File: config.mk
export PLATFORM = sky130hd
export DESIGN_NAME = ssdf_isqrt
export DESIGN_NICKNAME = d
export VERILOG_FILES = /design/src/sv/ssdf_pkg.sv /design/src/sv/ssdf_isqrt.sv
export SDC_FILE = /design/constraint.sdc
export NUM_CORES = 2
export LEC_CHECK = 0
export BUFFER_PORTS_ARGS = -buffer_cell sky130_fd_sc_hd__buf_2
export CAP_MARGIN = 30
export CORE_ASPECT_RATIO = 1.2
export CORE_MARGIN = 2
export CORE_UTILIZATION = 50
export CTS_CLUSTER_SIZE = 14
export DETAILED_ROUTE_END_ITERATION = 8
export GPL_ROUTABILITY_DRIVEN = 1
export PLACE_DENSITY = 0.65
export SLEW_MARGIN = 0
export SYNTH_ARGS = -nofsm -noshare
export SYNTH_HDL_FRONTEND = slang
export SYNTH_MEMORY_MAX_BITS = 65536
export SYNTH_SLANG_ARGS = --single-unit
File: constraint.sdc
create_clock -name clk -period 8.1 [get_ports clk]
set_input_delay 0.81 -clock clk [delete_from_list [all_inputs] [get_ports clk]]
set_output_delay 0.81 -clock clk [all_outputs]
set_load 0.05 [all_outputs]
File: src/sv/ssdf_pkg.sv
// shared widths, register codes, side payload types and helpers
package ssdf_pkg;

  localparam int AXES      = 3;
  localparam int JAC_N     = 6;
  localparam int CFG_W     = 31;
  localparam int IN_W      = 32;
  localparam int DIF_W     = 33;
  localparam int SQ_W      = 66;
  localparam int ROOT_W    = 35;
  localparam int FRAC      = 30;
  localparam int QUO_W     = 31;
  localparam int NUM_W     = ROOT_W + FRAC;
  localparam int DIV_LANES = 4;
  localparam int DT_W      = 49;
  localparam int T_W       = 50;
  localparam int EXT_LO    = 18;
  localparam int T_LO      = 25;
  localparam int WIDE_W    = 66;

  typedef logic [1:0] cfg_idx_t;
  localparam cfg_idx_t CFG_REST_LENGTH      = 2'd0;
  localparam cfg_idx_t CFG_SPRING_STIFFNESS = 2'd1;
  localparam cfg_idx_t CFG_DAMPING_GAIN     = 2'd2;

  localparam logic [CFG_W-1:0] REST_LENGTH_RST = 31'd65536;

  // row and column of each distinct jacobian entry: xx xy xz yy yz zz
  localparam logic [1:0] JAC_I [JAC_N] = '{2'd0, 2'd0, 2'd0, 2'd1, 2'd1, 2'd2};
  localparam logic [1:0] JAC_J [JAC_N] = '{2'd0, 2'd1, 2'd2, 2'd1, 2'd2, 2'd2};

  // side payload carried through the square root pipeline
  typedef struct packed {
    logic [AXES-1:0]             sgn;
    logic [AXES-1:0][DIF_W-1:0]  mag;
    logic [AXES-1:0][DT_W-1:0]   dt;
  } sq_side_t;

  // side payload carried through the divider pipeline
  typedef struct packed {
    logic [AXES-1:0]             sgn;
    logic [AXES-1:0][DT_W-1:0]   dt;
    logic [T_W-1:0]              t;
    logic                        act;
  } div_side_t;

  // arithmetic shift right rounding toward zero
  function automatic logic signed [WIDE_W-1:0] shr_tz(input logic signed [WIDE_W-1:0] v,
                                                       input int unsigned sh);
    logic signed [WIDE_W-1:0] bias;
    logic signed [WIDE_W-1:0] sum;
    bias = (WIDE_W'(1) << sh) - WIDE_W'(1);
    sum  = v + (v[WIDE_W-1] ? bias : WIDE_W'(0));
    return sum >>> sh;
  endfunction

  // clamp to the signed 32-bit range
  function automatic logic signed [IN_W-1:0] sat32(input logic signed [WIDE_W-1:0] v);
    logic signed [IN_W-1:0] r;
    if (v > 66'sd2147483647) begin
      r = 32'sh7fffffff;
    end else if (v < -66'sd2147483648) begin
      r = 32'sh80000000;
    end else begin
      r = v[IN_W-1:0];
    end
    return r;
  endfunction

endpackage

File: src/sv/ssdf_isqrt.sv
// pipelined integer square root, one root bit per stage
module ssdf_isqrt #(
  parameter int SIDE_W = 1
) (
  input  logic                          clk,
  input  logic                          rst_n,
  input  logic                          ce,
  input  logic                          in_valid,
  input  logic [ssdf_pkg::SQ_W-1:0]     in_radicand,
  input  logic [SIDE_W-1:0]             in_side,
  output logic                          out_valid,
  output logic [ssdf_pkg::ROOT_W-1:0]   out_root,
  output logic [SIDE_W-1:0]             out_side
);

  localparam int RW  = ssdf_pkg::ROOT_W;
  localparam int OPW = 2 * RW;

  logic              vld_r  [RW];
  logic [OPW-1:0]    op_r   [RW];
  logic [OPW-1:0]    res_r  [RW];
  logic [SIDE_W-1:0] side_r [RW];

  for (genvar k = 0; k < RW; k++) begin : g_stage
    localparam logic [OPW-1:0] ONE = OPW'(1) << (2 * (RW - 1 - k));
    logic              v_i;
    logic [OPW-1:0]    op_i;
    logic [OPW-1:0]    res_i;
    logic [SIDE_W-1:0] side_i;
    logic [OPW-1:0]    trial;
    logic              take;

    if (k == 0) begin : g_first
      assign v_i    = in_valid;
      assign op_i   = OPW'(in_radicand);
      assign res_i  = '0;
      assign side_i = in_side;
    end else begin : g_next
      assign v_i    = vld_r[k-1];
      assign op_i   = op_r[k-1];
      assign res_i  = res_r[k-1];
      assign side_i = side_r[k-1];
    end

    // trial subtract of the next root bit
    assign trial = res_i + ONE;
    assign take  = (op_i >= trial);

    always_ff @(posedge clk) begin
      if (!rst_n) begin
        vld_r[k] <= 1'b0;
      end else if (ce) begin
        vld_r[k] <= v_i;
      end
    end

    always_ff @(posedge clk) begin
      if (ce) begin
        op_r[k]   <= take ? (op_i - trial) : op_i;
        res_r[k]  <= take ? ((res_i >> 1) + ONE) : (res_i >> 1);
        side_r[k] <= side_i;
      end
    end
  end

  assign out_valid = vld_r[RW-1];
  assign out_root  = res_r[RW-1][RW-1:0];
  assign out_side  = side_r[RW-1];

endmodule

==> results.md <==
- Mean Syn Cell Area: 12.9 um2
- DRT met1 WL: 145 mm
- CTS Buffer Depth: 4
- Leak pwr: 58.3 nW
- DIE HEIGHT: 585 um
- Placer congestion estimate: 0.966
- Area share of fa/ha/maj cells after synthesis: 0.0525
- Post-synth design cell area: 0.141 mm2
- Fin. max-slew vios: 0
- Normalized max-slew margin: 0.190
- Final Core Density: 0.557
- #FFs+latches synth: 3000
- Total grt overflow: 0
- RSZ-0062 raised after global routing: no
- Root buf cell: clkbuf_16
- Dpl hpwl: 278 mm
- FMAX: 203 MHz
- Maxcap violations: 0
- Die area: 0.286 mm2
- Metal2 WL: 189 mm
- Worst skew pair latency: 0.91 ns
- Simple-gate share of the synthesized area: 0.123
- Area Overhead vs Synth: 11.0%
- Distinct cells, synth: 99
- Die W: 488 um
- Initial antenna violation count: 9
- Post-CTS Resized: 0
- Synth Area in XOR/XNOR: 0.0653
- Critical Path AT: 5.48 ns
- Synth area leaders: edfxtp_1, ha_1, xnor2_1, xor2_1, a21oi_1
- Area of the multi-input gates: 0.0472 mm2
- Vias per cell: 5.82
- Synthesized instance count: 10900
- Drt wl/cell: 24.2 um
- # setup viols final: 0
- Final WL: 370 mm
- First-pass GRT wire length: 546 mm
- Hold buffers post-CTS: 25
- Post-CTS setup buffers: 0
- Clock transition at the registers of the reported paths: 0.06 ns
- PwrDens: 277 mW/mm2
- Tmin final: 4.92 ns
- Yosys top cell by area: edfxtp_1
- Main combinational cell family by area after synthesis: simple AND/OR/NAND/NOR gates
- Most frequent cell after synthesis: edfxtp_1
- CTS tree: yes
- Status: completed
- CP Max Fanout: 56
- Synth top area share: 0.640
- DR iter-0 viols: 8072
- Wire length on met3: 18.2 mm
- Synth async-reset ratio: 0
- Post-synth EDFFs: 2999
- Setup Skew: 0.0777 ns
- Final clock period utilization by the worst path: 0.607
- Maximum VDD drop: 0.182 mV
- Yosys warnings: 0
- Core box area: 0.280 mm2
- CP Capture Type: register
- Cell Rows: 213
- Final Hold Viols: 0
- Register area: 0.0901 mm2
- Fillers: 22900
- Via Count: 88900
- Worst EP required: 8.66 ns
- Port Buffers: 105
- Register area share after synthesis: 0.640
- GRT Overall Usage: 0.254
- CP Class: reg2reg
- Count of nets after finishing: 11900
- Vias in the first global route: 87400
- Top post-synthesis cells by count: edfxtp_1, nor2_1, a21oi_1
- Most common flop cell mapped by yosys: edfxtp_1
- Share of layout cells above drive strength 1: 0.0739
- Setup_tns: 0 ns
- I/O pins: 108
- Largest net degree at the start of global routing: 180
- Post-route DRC: 0
- Max layer used: met4
- Antenna Violating Nets Remaining: 0
- Mux contribution to synthesized area: 0.00919
- CTS buffer count: 316
- Drt pass-1 iters: 6
- Worst setup SP type: register
- Synth Area in Compound Gates: 0.0848
- Clock Sinks: 3000
- Slew @ Worst Pin: 1.21 ns
- Starting density of the core: 0.502
- CTS HTree Levels: 5
- Hold/Removal Path Class: in2reg
[path summary, 6_finish.rpt]
check,slack [ns],cells after the start,startpoint,to
worst max-delay path,3.18,12,op_r[26][16],op_r[27][67]
worst min-delay path,0.07,1,in_radicand[39],op_r[0][39]
worst max register to register,3.18,12,op_r[26][16],op_r[27][67]
worst min register to register,0.41,0,op_r[0][50],op_r[1][50]
[per-stage QoR]
step / hold slack, ns / area, um2 / worst slack, ns / total power [mW] / cells
after floorplan: 0.400 / 141000 / 4.50 / 26.3 / 10900
after global placement: 0.400 / 146000 / 2.51 / 29.3 / 14700
after detailed placement: 0.405 / 146000 / 3.16 / 29.4 / 14700
after CTS: 0.000756 / 156000 / 3.13 / 43.5 / 15300
after global routing: 0.0201 / 156000 / 2.72 / 45.1 / 15300
final: 0.0722 / 156000 / 3.18 / 43.3 / 15300
[where the power goes]
group	total, mW	leakage (nW)	switching, mW	internal [mW]
logic	8.28	24.6	4.99	3.28
clock network	14.1	4.77	6.02	8.04
registers	20.9	28.9	1.55	19.4
total	43.3	58.3	12.6	30.7
[flip-flops by register name (all words and copies together), names as in the netlist]
name,count
op_r,2369
side_r,35
vld_r,35
res_r,561
[area by class of cell]
type                            count  share of cell area
Antenna cell                       10            0.000160
Sequential cell                  3000               0.576
Multi-Input combinational cell   7013               0.302
Clock buffer                      380              0.0530
Inverter                          729              0.0175
Tap cell                         3762              0.0301
Timing Repair Buffer              211              0.0105
Clock inverter                    171              0.0101
[critical path, stage by stage, from the launching register on]
cell and delay [ns]:
edfxtp_1 0.39, ha_1 0.39, nor2b_1 0.16, o21ai_0 0.11
a21oi_1 0.25, o21ai_0 0.21, o311ai_1 0.56, a41oi_1 0.31
o31a_1 0.46, inv_2 0.73, nand4_1 0.54, nor4_1 0.41
xor2_1 0.12
[cell usage in the layout, fill, tap and decap left out, drive strengths merged, types with 25 or more instances in the layout]
cell	count
nor3	312
or2	52
edfxtp	2999
a211oi	50
and2	34
a21boi	37
nand4	176
o211ai	39
o21ai	412
nand3b	37
nor2b	101
a31oi	49
nor4	391
a21o	269
mux2	106
nor3b	27
nand4b	27
or3	127
nor2	766
o31ai	38
buf	182
inv	741
clkinv	112
clkbuf	381
a21oi	730
and3	89
nor4b	61
dlygate4sd3	25
nand3	192
xnor2	528
o21bai	57
nand2b	131
or4	80
nand2	644
ha	591
xor2	522
o21a	96
[routing by layer]
layer	track usage	up-vias
met5	0	-
met4	0.108	0
met3	0.0343	693
met2	0.450	2642
met1	0.309	43900
li1	-	41700
[cell families after synthesis]
kind of cell,count (synthesis)
simple gates,3308
compound gates,1945
buf+inv,932
fa+ha+maj,591
flops,3000
other cells,1
mux,116
xor+xnor,1050
(Power assumes the default switching activity.)
